**config.mk**
```make
export PLATFORM = sky130hd
export DESIGN_NAME = bounding_box_border_overlay
export DESIGN_NICKNAME = d
export VERILOG_FILES = /design/src/rtl/core/bbox_pkg.sv /design/src/rtl/core/bbox_ctrl.sv /design/src/rtl/core/bbox_datapath.sv /design/src/rtl/core/bounding_box_border_overlay.sv
export SDC_FILE = /design/constraint.sdc
export NUM_CORES = 2
export LEC_CHECK = 0
export ABC_AREA = 1
export BUFFER_PORTS_ARGS = -buffer_cell sky130_fd_sc_hd__buf_2
export CAP_MARGIN = 10
export CORE_MARGIN = 2
export CORE_UTILIZATION = 60
export DETAILED_ROUTE_END_ITERATION = 10
export HOLD_SLACK_MARGIN = 0.03
export PLACE_DENSITY = 0.78
export SLEW_MARGIN = 20
export SYNTH_ARGS = -nofsm -noshare
export SYNTH_HDL_FRONTEND = slang
export SYNTH_SLANG_ARGS = --single-unit
export TNS_END_PERCENT = 20
```
**constraint.sdc**
```tcl
create_clock -name clk -period 13.4 [get_ports clk]
set_clock_uncertainty 0.15 [all_clocks]
set_input_delay 2.68 -clock clk [delete_from_list [all_inputs] [get_ports clk]]
set_output_delay 2.68 -clock clk [all_outputs]
set_load 0.03 [all_outputs]
```
**src/rtl/core/bbox_pkg.sv**
```systemverilog
// Shared types, constants and the colour table of the box border overlay.
package bbox_pkg;

  localparam int MAX_BOXES = 16;
  localparam int BOX_IDX_W = (MAX_BOXES > 1) ? $clog2(MAX_BOXES) : 1;
  localparam int BOX_CNT_W = $clog2(MAX_BOXES + 1);

  localparam int CFG_DATA_W = 13;
  localparam int CFG_IDX_W  = 2;

  localparam logic [CFG_IDX_W-1:0] CFG_BORDER_PX    = 2'd0;
  localparam logic [CFG_IDX_W-1:0] CFG_FRAME_WIDTH  = 2'd1;
  localparam logic [CFG_IDX_W-1:0] CFG_FRAME_HEIGHT = 2'd2;

  localparam logic [3:0]  BORDER_PX_RESET    = 4'd2;
  localparam logic [12:0] FRAME_WIDTH_RESET  = 13'd640;
  localparam logic [12:0] FRAME_HEIGHT_RESET = 13'd480;
  localparam logic [12:0] FRAME_DIM_MAX      = 13'd4096;
  localparam logic [3:0]  PALETTE_LAST       = 4'd9;

  typedef enum logic [1:0] {
    OP_CLEAR = 2'd0,
    OP_LOAD  = 2'd1,
    OP_PIXEL = 2'd2
  } op_t;

  typedef enum logic [1:0] {
    ST_IDLE,
    ST_READ,
    ST_TEST,
    ST_FINISH
  } ctl_state_t;

  typedef struct packed {
    logic signed [15:0] left;
    logic signed [15:0] top;
    logic signed [15:0] right;
    logic signed [15:0] bottom;
    logic [3:0]         pal;
  } box_t;

  // Commands from the controller to the datapath.
  typedef struct packed {
    logic capture;
    logic test;
    logic out_load;
  } ctl_cmd_t;

  // Status from the datapath to the controller.
  typedef struct packed {
    logic is_pixel;
    logic box_none;
    logic last_box;
    logic out_free;
  } dp_status_t;

  // Entries are {r, g, b}.
  function automatic logic [23:0] palette_rgb(logic [3:0] idx);
    logic [23:0] c;
    case (idx)
      4'd0:    c = {8'd255, 8'd0,   8'd0};
      4'd1:    c = {8'd0,   8'd255, 8'd0};
      4'd2:    c = {8'd0,   8'd0,   8'd255};
      4'd3:    c = {8'd255, 8'd255, 8'd0};
      4'd4:    c = {8'd0,   8'd255, 8'd255};
      4'd5:    c = {8'd255, 8'd0,   8'd255};
      4'd6:    c = {8'd128, 8'd0,   8'd128};
      4'd7:    c = {8'd0,   8'd128, 8'd128};
      4'd8:    c = {8'd128, 8'd128, 8'd0};
      default: c = {8'd0,   8'd0,   8'd128};
    endcase
    return c;
  endfunction

endpackage

```
**src/rtl/core/bbox_ctrl.sv**
```systemverilog
// Sequencer that steps a pixel word through the stored boxes.
module bbox_ctrl
  import bbox_pkg::*;
(
  input  logic       clk,
  input  logic       rst,
  input  logic       in_valid,
  output logic       in_stall,
  input  dp_status_t st,
  output ctl_cmd_t   cmd
);

  ctl_state_t state, state_next;

  always_ff @(posedge clk) begin
    if (rst) begin
      state <= ST_IDLE;
    end else begin
      state <= state_next;
    end
  end

  always_comb begin
    state_next = state;
    case (state)
      ST_IDLE: begin
        if (in_valid && st.is_pixel) begin
          state_next = st.box_none ? ST_FINISH : ST_READ;
        end
      end
      ST_READ: begin
        state_next = ST_TEST;
      end
      ST_TEST: begin
        state_next = st.last_box ? ST_FINISH : ST_READ;
      end
      ST_FINISH: begin
        if (st.out_free) begin
          state_next = ST_IDLE;
        end
      end
      default: begin
        state_next = ST_IDLE;
      end
    endcase
  end

  always_comb begin
    in_stall     = (state != ST_IDLE);
    cmd.capture  = (state == ST_IDLE) && in_valid;
    cmd.test     = (state == ST_TEST);
    cmd.out_load = (state == ST_FINISH) && st.out_free;
  end

  a_read_then_test: assert property (@(posedge clk) disable iff (rst)
    state == ST_READ |=> state == ST_TEST)
    else $error("box read not followed by its test");

  a_pixel_start: assert property (@(posedge clk) disable iff (rst)
    (state == ST_IDLE && in_valid && st.is_pixel && !st.box_none) |=> state == ST_READ)
    else $error("pixel word did not start the box scan");

  a_finish_waits: assert property (@(posedge clk) disable iff (rst)
    (state == ST_FINISH && !st.out_free) |=> (state == ST_FINISH && !cmd.capture))
    else $error("result dropped while the output was busy");

endmodule

```
**src/rtl/core/bbox_datapath.sv**
```systemverilog
// Box store, configuration registers, border test and output register.
module bbox_datapath
  import bbox_pkg::*;
(
  input  logic                  clk,
  input  logic                  rst,
  input  logic                  cfg_write,
  input  logic [CFG_IDX_W-1:0]  cfg_index,
  input  logic [CFG_DATA_W-1:0] cfg_data,
  input  logic [1:0]            op,
  input  logic signed [15:0]    box_left,
  input  logic signed [15:0]    box_top,
  input  logic signed [15:0]    box_right,
  input  logic signed [15:0]    box_bottom,
  input  logic [3:0]            palette_index,
  input  logic [11:0]           pixel_x,
  input  logic [11:0]           pixel_y,
  input  logic [7:0]            in_byte0,
  input  logic [7:0]            in_byte1,
  input  logic [7:0]            in_byte2,
  input  ctl_cmd_t              cmd,
  output dp_status_t            st,
  output logic                  out_valid,
  input  logic                  out_stall,
  output logic [7:0]            out_byte0,
  output logic [7:0]            out_byte1,
  output logic [7:0]            out_byte2
);

  logic [3:0]  border_px;
  logic [12:0] frame_width;
  logic [12:0] frame_height;

  box_t                 mem [MAX_BOXES];
  box_t                 rd_box;
  logic [BOX_CNT_W-1:0] box_count;
  logic [BOX_IDX_W-1:0] idx;

  logic [11:0] px;
  logic [11:0] py;
  logic [7:0]  work0;
  logic [7:0]  work1;
  logic [7:0]  work2;

  logic [11:0] wm;
  logic [11:0] hm;
  logic        hit;
  logic [23:0] colour;
  logic [3:0]  pal_sat;

  always_ff @(posedge clk) begin
    if (rst) begin
      border_px    <= BORDER_PX_RESET;
      frame_width  <= FRAME_WIDTH_RESET;
      frame_height <= FRAME_HEIGHT_RESET;
    end else if (cfg_write) begin
      case (cfg_index)
        CFG_BORDER_PX:    border_px    <= cfg_data[3:0];
        CFG_FRAME_WIDTH:  frame_width  <= cfg_data;
        CFG_FRAME_HEIGHT: frame_height <= cfg_data;
        default: ;
      endcase
    end
  end

  assign pal_sat = (palette_index > PALETTE_LAST) ? PALETTE_LAST : palette_index;

  always_ff @(posedge clk) begin
    if (rst) begin
      box_count <= '0;
    end else if (cmd.capture) begin
      if (op == OP_CLEAR) begin
        box_count <= '0;
      end else if (op == OP_LOAD && box_count < BOX_CNT_W'(MAX_BOXES)) begin
        box_count <= box_count + BOX_CNT_W'(1);
      end
    end
  end

  always_ff @(posedge clk) begin
    if (cmd.capture && op == OP_LOAD && box_count < BOX_CNT_W'(MAX_BOXES)) begin
      mem[box_count[BOX_IDX_W-1:0]] <= '{box_left, box_top, box_right, box_bottom, pal_sat};
    end
    rd_box <= mem[idx];
  end

  // Dimensions of zero count as one, anything beyond the largest frame as the largest.
  always_comb begin
    if (frame_width == 13'd0) begin
      wm = 12'd0;
    end else if (frame_width > FRAME_DIM_MAX) begin
      wm = 12'd4095;
    end else begin
      wm = 12'(frame_width - 13'd1);
    end
    if (frame_height == 13'd0) begin
      hm = 12'd0;
    end else if (frame_height > FRAME_DIM_MAX) begin
      hm = 12'd4095;
    end else begin
      hm = 12'(frame_height - 13'd1);
    end
  end

  function automatic logic signed [14:0] clamp_coord(logic signed [15:0] v, logic [11:0] hi);
    logic signed [14:0] r;
    if (v < 16'sd0) begin
      r = 15'sd0;
    end else if (v > $signed({4'b0, hi})) begin
      r = $signed({3'b0, hi});
    end else begin
      r = $signed({3'b0, v[11:0]});
    end
    return r;
  endfunction

  always_comb begin
    logic signed [14:0] l, r, t, b, x, y, lw, wms, hms;
    logic signed [14:0] top_hi, bot_lo, left_hi, right_lo;
    logic               rows, cols;
    wms = $signed({3'b0, wm});
    hms = $signed({3'b0, hm});
    lw  = $signed({11'b0, border_px});
    x   = $signed({3'b0, px});
    y   = $signed({3'b0, py});
    l   = clamp_coord(rd_box.left, wm);
    r   = clamp_coord(rd_box.right, wm);
    t   = clamp_coord(rd_box.top, hm);
    b   = clamp_coord(rd_box.bottom, hm);
    top_hi   = t + lw - 15'sd1;
    bot_lo   = b - lw + 15'sd1;
    left_hi  = l + lw - 15'sd1;
    right_lo = r - lw + 15'sd1;
    if (top_hi > hms)      top_hi = hms;
    if (bot_lo < 15'sd0)   bot_lo = 15'sd0;
    if (left_hi > wms)     left_hi = wms;
    if (right_lo < 15'sd0) right_lo = 15'sd0;
    rows = (x >= l) && (x <= r) &&
           (((y >= t) && (y <= top_hi)) || ((y >= bot_lo) && (y <= b)));
    cols = (y >= t) && (y <= b) &&
           (((x >= l) && (x <= left_hi)) || ((x >= right_lo) && (x <= r)));
    hit = rows || cols;
  end

  assign colour = palette_rgb(rd_box.pal);

  always_ff @(posedge clk) begin
    if (rst) begin
      idx <= '0;
    end else if (cmd.capture) begin
      idx <= '0;
    end else if (cmd.test) begin
      idx <= idx + BOX_IDX_W'(1);
    end
  end

  // Later boxes overwrite earlier ones, so the last hit in load order wins.
  always_ff @(posedge clk) begin
    if (cmd.capture && op == OP_PIXEL) begin
      px    <= pixel_x;
      py    <= pixel_y;
      work0 <= in_byte0;
      work1 <= in_byte1;
      work2 <= in_byte2;
    end else if (cmd.test && hit) begin
      work0 <= colour[7:0];
      work1 <= colour[15:8];
      work2 <= colour[23:16];
    end
  end

  always_ff @(posedge clk) begin
    if (rst) begin
      out_valid <= 1'b0;
    end else if (cmd.out_load) begin
      out_valid <= 1'b1;
    end else if (!out_stall) begin
      out_valid <= 1'b0;
    end
  end

  always_ff @(posedge clk) begin
    if (cmd.out_load) begin
      out_byte0 <= work0;
      out_byte1 <= work1;
      out_byte2 <= work2;
    end
  end

  always_comb begin
    st.is_pixel = (op == OP_PIXEL);
    st.box_none = (box_count == '0);
    st.last_box = ((BOX_CNT_W'(idx) + BOX_CNT_W'(1)) == box_count);
    st.out_free = !out_valid || !out_stall;
  end

  a_count_bound: assert property (@(posedge clk) disable iff (rst)
    box_count <= BOX_CNT_W'(MAX_BOXES))
    else $error("box count beyond the store depth");

  a_load_when_free: assert property (@(posedge clk) disable iff (rst)
    cmd.out_load |-> (!out_valid || !out_stall))
    else $error("output register overwritten while its word waits");

  a_scan_in_range: assert property (@(posedge clk) disable iff (rst)
    cmd.test |-> (BOX_CNT_W'(idx) < box_count))
    else $error("box scan past the stored boxes");

endmodule

```
**src/rtl/core/bounding_box_border_overlay.sv**
```systemverilog
// Top level of the box border overlay: controller and datapath.
//
// Input channel (in_valid / in_stall) carries one word per item: op selects
// clear, load box or pixel. A word is taken when in_valid is high and in_stall
// is low. Clear and load words leave in_stall low and give no output word; a
// load past the last free box slot is ignored. A pixel word yields one output
// word on the out_valid / out_stall channel, carrying the pixel bytes or the
// colour of the last stored box whose border covers the pixel.
// A pixel word is tested against the stored boxes one at a time through the
// single read port of the box store, each box in a read state and then a test
// state; the result is loaded into the output register in the finish state.
// in_stall is high while a pixel is being scanned.
// The output register holds its word while out_stall is high; the block then
// waits at the end of the next pixel until the register is free.
// The configuration port (cfg_write, cfg_index, cfg_data) writes border
// thickness, frame width and frame height. Synchronous reset rst empties the
// box store, restores the register defaults and drops out_valid.
module bounding_box_border_overlay
  import bbox_pkg::*;
(
  input  logic                  clk,
  input  logic                  rst,
  input  logic                  cfg_write,
  input  logic [CFG_IDX_W-1:0]  cfg_index,
  input  logic [CFG_DATA_W-1:0] cfg_data,
  input  logic                  in_valid,
  output logic                  in_stall,
  input  logic [1:0]            op,
  input  logic signed [15:0]    box_left,
  input  logic signed [15:0]    box_top,
  input  logic signed [15:0]    box_right,
  input  logic signed [15:0]    box_bottom,
  input  logic [3:0]            palette_index,
  input  logic [11:0]           pixel_x,
  input  logic [11:0]           pixel_y,
  input  logic [7:0]            in_byte0,
  input  logic [7:0]            in_byte1,
  input  logic [7:0]            in_byte2,
  output logic                  out_valid,
  input  logic                  out_stall,
  output logic [7:0]            out_byte0,
  output logic [7:0]            out_byte1,
  output logic [7:0]            out_byte2
);

  ctl_cmd_t   cmd;
  dp_status_t st;

  bbox_ctrl u_ctrl (
    .clk      (clk),
    .rst      (rst),
    .in_valid (in_valid),
    .in_stall (in_stall),
    .st       (st),
    .cmd      (cmd)
  );

  bbox_datapath u_datapath (
    .clk           (clk),
    .rst           (rst),
    .cfg_write     (cfg_write),
    .cfg_index     (cfg_index),
    .cfg_data      (cfg_data),
    .op            (op),
    .box_left      (box_left),
    .box_top       (box_top),
    .box_right     (box_right),
    .box_bottom    (box_bottom),
    .palette_index (palette_index),
    .pixel_x       (pixel_x),
    .pixel_y       (pixel_y),
    .in_byte0      (in_byte0),
    .in_byte1      (in_byte1),
    .in_byte2      (in_byte2),
    .cmd           (cmd),
    .st            (st),
    .out_valid     (out_valid),
    .out_stall     (out_stall),
    .out_byte0     (out_byte0),
    .out_byte1     (out_byte1),
    .out_byte2     (out_byte2)
  );

endmodule

```
==> qor.csv <==
stage,metric,value,unit
pwr,internal power,7110,uW
synth,Post-Synth Simple-Gate Area,9.48,%
global_route,initial antenna violation count,22,
clocking,clk slew on worst S/H paths,0.06,ns
placed_design,RePlAce Congestion,0.951,
sta,final setup TNS,0,ns
global_route,first-pass GRT wire length,210000,um
clocking,postcts setup bufs,0,
critical_path,Worst path most repeated cell,nand2_1,
sta,setup violators final,0,
route,1st-iter DRT viols,4337,
critical_path,Reg2Reg Capture Point,u_datapath.work0[6]$_DFFE_PP_,
global_route,total gr overflow,0,
critical_path,Reg2Reg Launch Point,u_datapath.frame_height[0]$_SDFFE_PP0P_,
critical_path,CP Class,reg2reg,
pwr,part of the power in the clock network,33.5,%
clocking,Root Buffer,clkbuf_16,
pwr,Pwr Density,163,nW/um^2
finish,"most common cell after layout, fill and taps aside",edfxtp_1,
floorplanning,Die Wd,309,um
route,total number of vias,36700,
synth,Synth Area in Compound Gates,10.5,%
run,number of max-cap violations,0,
critical_path,R2R cell count,54,
global_route,vias in the first global route,35200,
floorplanning,Die Span Y,309,um
placed_design,detailed placement HPWL,79200,um
global_route,Total GRT Usage,29.1,%
clocking,later-pin clock latency in the skew report,0.74,ns
synth,Yosys top cell area share,62.4,%
critical_path,Critical Path AT,9.62,ns
synth,main combinational cell family by area after synthesis,compound AO/OA/AOI/OAI gates,
clocking,post-cts resize count,0,
finish,most frequent cells in the layout,"1160 x edfxtp_1, 526 x nor2_1, 451 x nand2_1",
clocking,CTS buffer count,121,
sta,Slew HR,17.4,%
synth,"Cell Area, Synth",55900,um^2
route,WL/cell,23.7,um
finish,final core occ,67.3,%
pwr,Power Total,10100,uW
sta,worst slew pin tran,1.24,ns
sta,Slew Limit Fails,0,
synth,adder-cell share of the synthesized area,5.61,%
finish,layout cells sized above 1,9.97,%
sta,Final period util,70.6,%
synth,"top cells by area, synth","edfxtp_1 62%, ha_1 5.5%, mux2i_1 4.3%",
synth,Synth Area in XOR/XNOR,0.502,%
floorplanning,io pins,164,
pwr,switch share,29.5,%
min_path,WHS Path Cells,0,
clocking,CTS Sinks,1270,
floorplanning,Initial Util,60.7,%
critical_path,Critical Path Fanout Max,24,
finish,Area growth syn-to-layout,10.8,%
min_path,Hold Path Class,reg2reg,
floorplanning,total die area,95500,um^2
pwr,leak pwr,0.0217,uW
route,total wire length,140000,um
clocking,CTS tree,done,
floorplanning,row count,111,
sta,hold_ws,0.266,ns
finish,final-stage net count,4943,
synth,post-synthesis mux area share,4.28,%
route,DRC Markers,0,
synth,Synth area leader,edfxtp_1,
run_status,failing checks,antenna violations,
critical_path,Worst Path Required,13.56,ns
critical_path,"slowest stage delay, CP",0.75,ns
sta,fmax,106,MHz
sta,Hold Fails Final Rpt,0,
placed_design,Placed Area,57900,um^2
synth,Seq cells post-synth,1270,
pwr,combinational group share of total power,21.9,%
clocking,H-Tree Level Count,3,
pwr,Max IR drop VDD,0.150,mV
min_path,Hold EP,u_datapath.out_byte2[2]$_DFFE_PP_,
synth,synthesized netlist cell count,4450,
route,1st-pass router iterations,6,
synth,post-synthesis cell type count,57,
critical_path,startpoint types,register,
clocking,worst-case clock buffer depth,3,
pwr,Seq pwr share,44.6,%
floorplanning,Core Area,91900,um^2
run_status,status,"finished, violations left",
sta,RSZ-0062 raised after global routing,false,
sta,Final min period,9.46,ns
clocking,Post-CTS Hold Buffers,0,
min_path,hold_sp,u_datapath.work2[2]$_DFFE_PP_,
critical_path,"reg-to-reg slack, setup",3.94,ns
synth,"Warnings, synthesis",0,
critical_path,CP max stage cell,nand2_1,
placed_design,I/O Buffers,163,
pwr,Net Switching,2980,uW
global_route,pin count of the biggest net entering global routing,271,
route,post-route ant nets,1,
finish,Final Cell Area,61900,um^2
route,via density per instance,6.20,
synth,synthesized area per cell,12.6,um^2
critical_path,CP Capture Type,register,
synth,"Seq/Total Area, Yosys",66.3,%
synth,Post-Synthesis Net Count,4836,
-- synth_stat cells, drive strengths merged --
library cell / instances
o211ai: 56
and3: 1
and2: 3
clkinv: 1
o21a: 6
xor2: 27
o31ai: 1
o22ai: 9
nand2: 460
nor4: 3
dfxtp: 110
or2: 18
nor2: 549
a21o: 7
or4: 1
o32ai: 25
o221ai: 240
a21boi: 2
o21bai: 6
nand2b: 1
a221oi: 1
o21ai: 385
a211oi: 4
nor3b: 4
edfxtp: 1160
inv: 250
a2111oi: 1
nand3b: 3
a31oi: 9
nand3: 170
nor4b: 1
nand4: 15
xnor2: 5
fa: 4
ha: 244
buf: 57
nor3: 47
clkbuf: 167
mux2i: 239
a21oi: 158
-- worst max-delay path, delay by kind of cell, from the launching register on --
kind	cells	cell delay, ns
flops	1	0.29
buf+inv	3	0.24
compound gates	8	1.76
simple gates	35	4.43
xor+xnor	1	0.13
fa+ha+maj	7	2.08
-- routing by layer --
| metal | part of all wire [%] | global-route usage (%) | vias up | wire (um) |
|---|---|---|---|---|
| met3 | 9.6 | 5.78 | 323 | 13400 |
| met2 | 47 | 47.0 | 1781 | 66300 |
| met4 | 3.3 | 10.2 | 16 | 4680 |
| li1 | - | - | 16700 | - |
| met1 | 40 | 39.6 | 17900 | 55600 |
| met5 | 0.071 | 0 | - | 100 |
-- worst max-delay path by stage --
stage,startpoint,to,depth (start not counted)
6_report,u_datapath.frame_height[0]$_SDFFE_PP0P_,u_datapath.work0[6]$_DFFE_PP_,54
5_1_grt,u_datapath.frame_width[0]$_SDFFE_PP0P_,u_datapath.work2[2]$_DFFE_PP_,57
4_1_cts,u_datapath.frame_height[0]$_SDFFE_PP0P_,u_datapath.work2[2]$_DFFE_PP_,54
3_5_place_dp,u_datapath.frame_height[0]$_SDFFE_PP0P_,u_datapath.work0[5]$_DFFE_PP_,53
3_3_place_gp,u_datapath.frame_width[0]$_SDFFE_PP0P_,u_datapath.work0[0]$_DFFE_PP_,56
2_1_floorplan,u_datapath.frame_width[0]$_SDFFE_PP0P_,u_datapath.work0[0]$_DFFE_PP_,59
-- sequential cells by signal, indices dropped and copies added, names as in the netlist --
signal	cells
u_datapath.px	12
u_datapath.work0	8
u_datapath.out_valid	1
u_ctrl.state	2
u_datapath.work1	8
u_datapath.border_px	4
u_datapath.mem	1088
u_datapath.out_byte1	8
u_datapath.out_byte2	8
u_datapath.py	12
u_datapath.work2	8
u_datapath.box_count	5
u_datapath.rd_box	68
u_datapath.frame_height	13
u_datapath.out_byte0	8
u_datapath.frame_width	13
u_datapath.idx	4
-- cell families after synthesis --
kind of cell    count (synthesis)
simple gates                 1276
compound gates                910
mux                           239
flops                        1270
xor+xnor                       32
fa+ha+maj                     248
buf+inv                       475
-- final cells by class --
type / instances / area (um^2)
inverter: 251 / 955
multi-input combinational: 2705 / 17100
tap: 1243 / 1560
antenna: 14 / 35.0
sequential: 1270 / 37100
fill: 6339 / 30000
timing repair buffer: 208 / 1240
clock buffer: 174 / 3390
clock inverter: 56 / 604
-- through the flow --
stage,worst slack [ns],std cells
2_1_floorplan,5.55,4450
3_3_place_gp,4.25,5675
3_5_place_dp,4.02,5677
4_1_cts,4.00,5907
5_1_grt,2.92,5913
6_report,3.94,5921
-- power groups by stage --
stage               clock network (uW)  logic, uW  registers [uW]
floorplan                            0       1670            4520
global placement                     0       2120            4580
detailed placement                   0       2170            4580
CTS                               3400       2180            4500
global route                      3550       2510            4500
finish                            3380       2200            4500
Power figures use the tool's default switching activity.
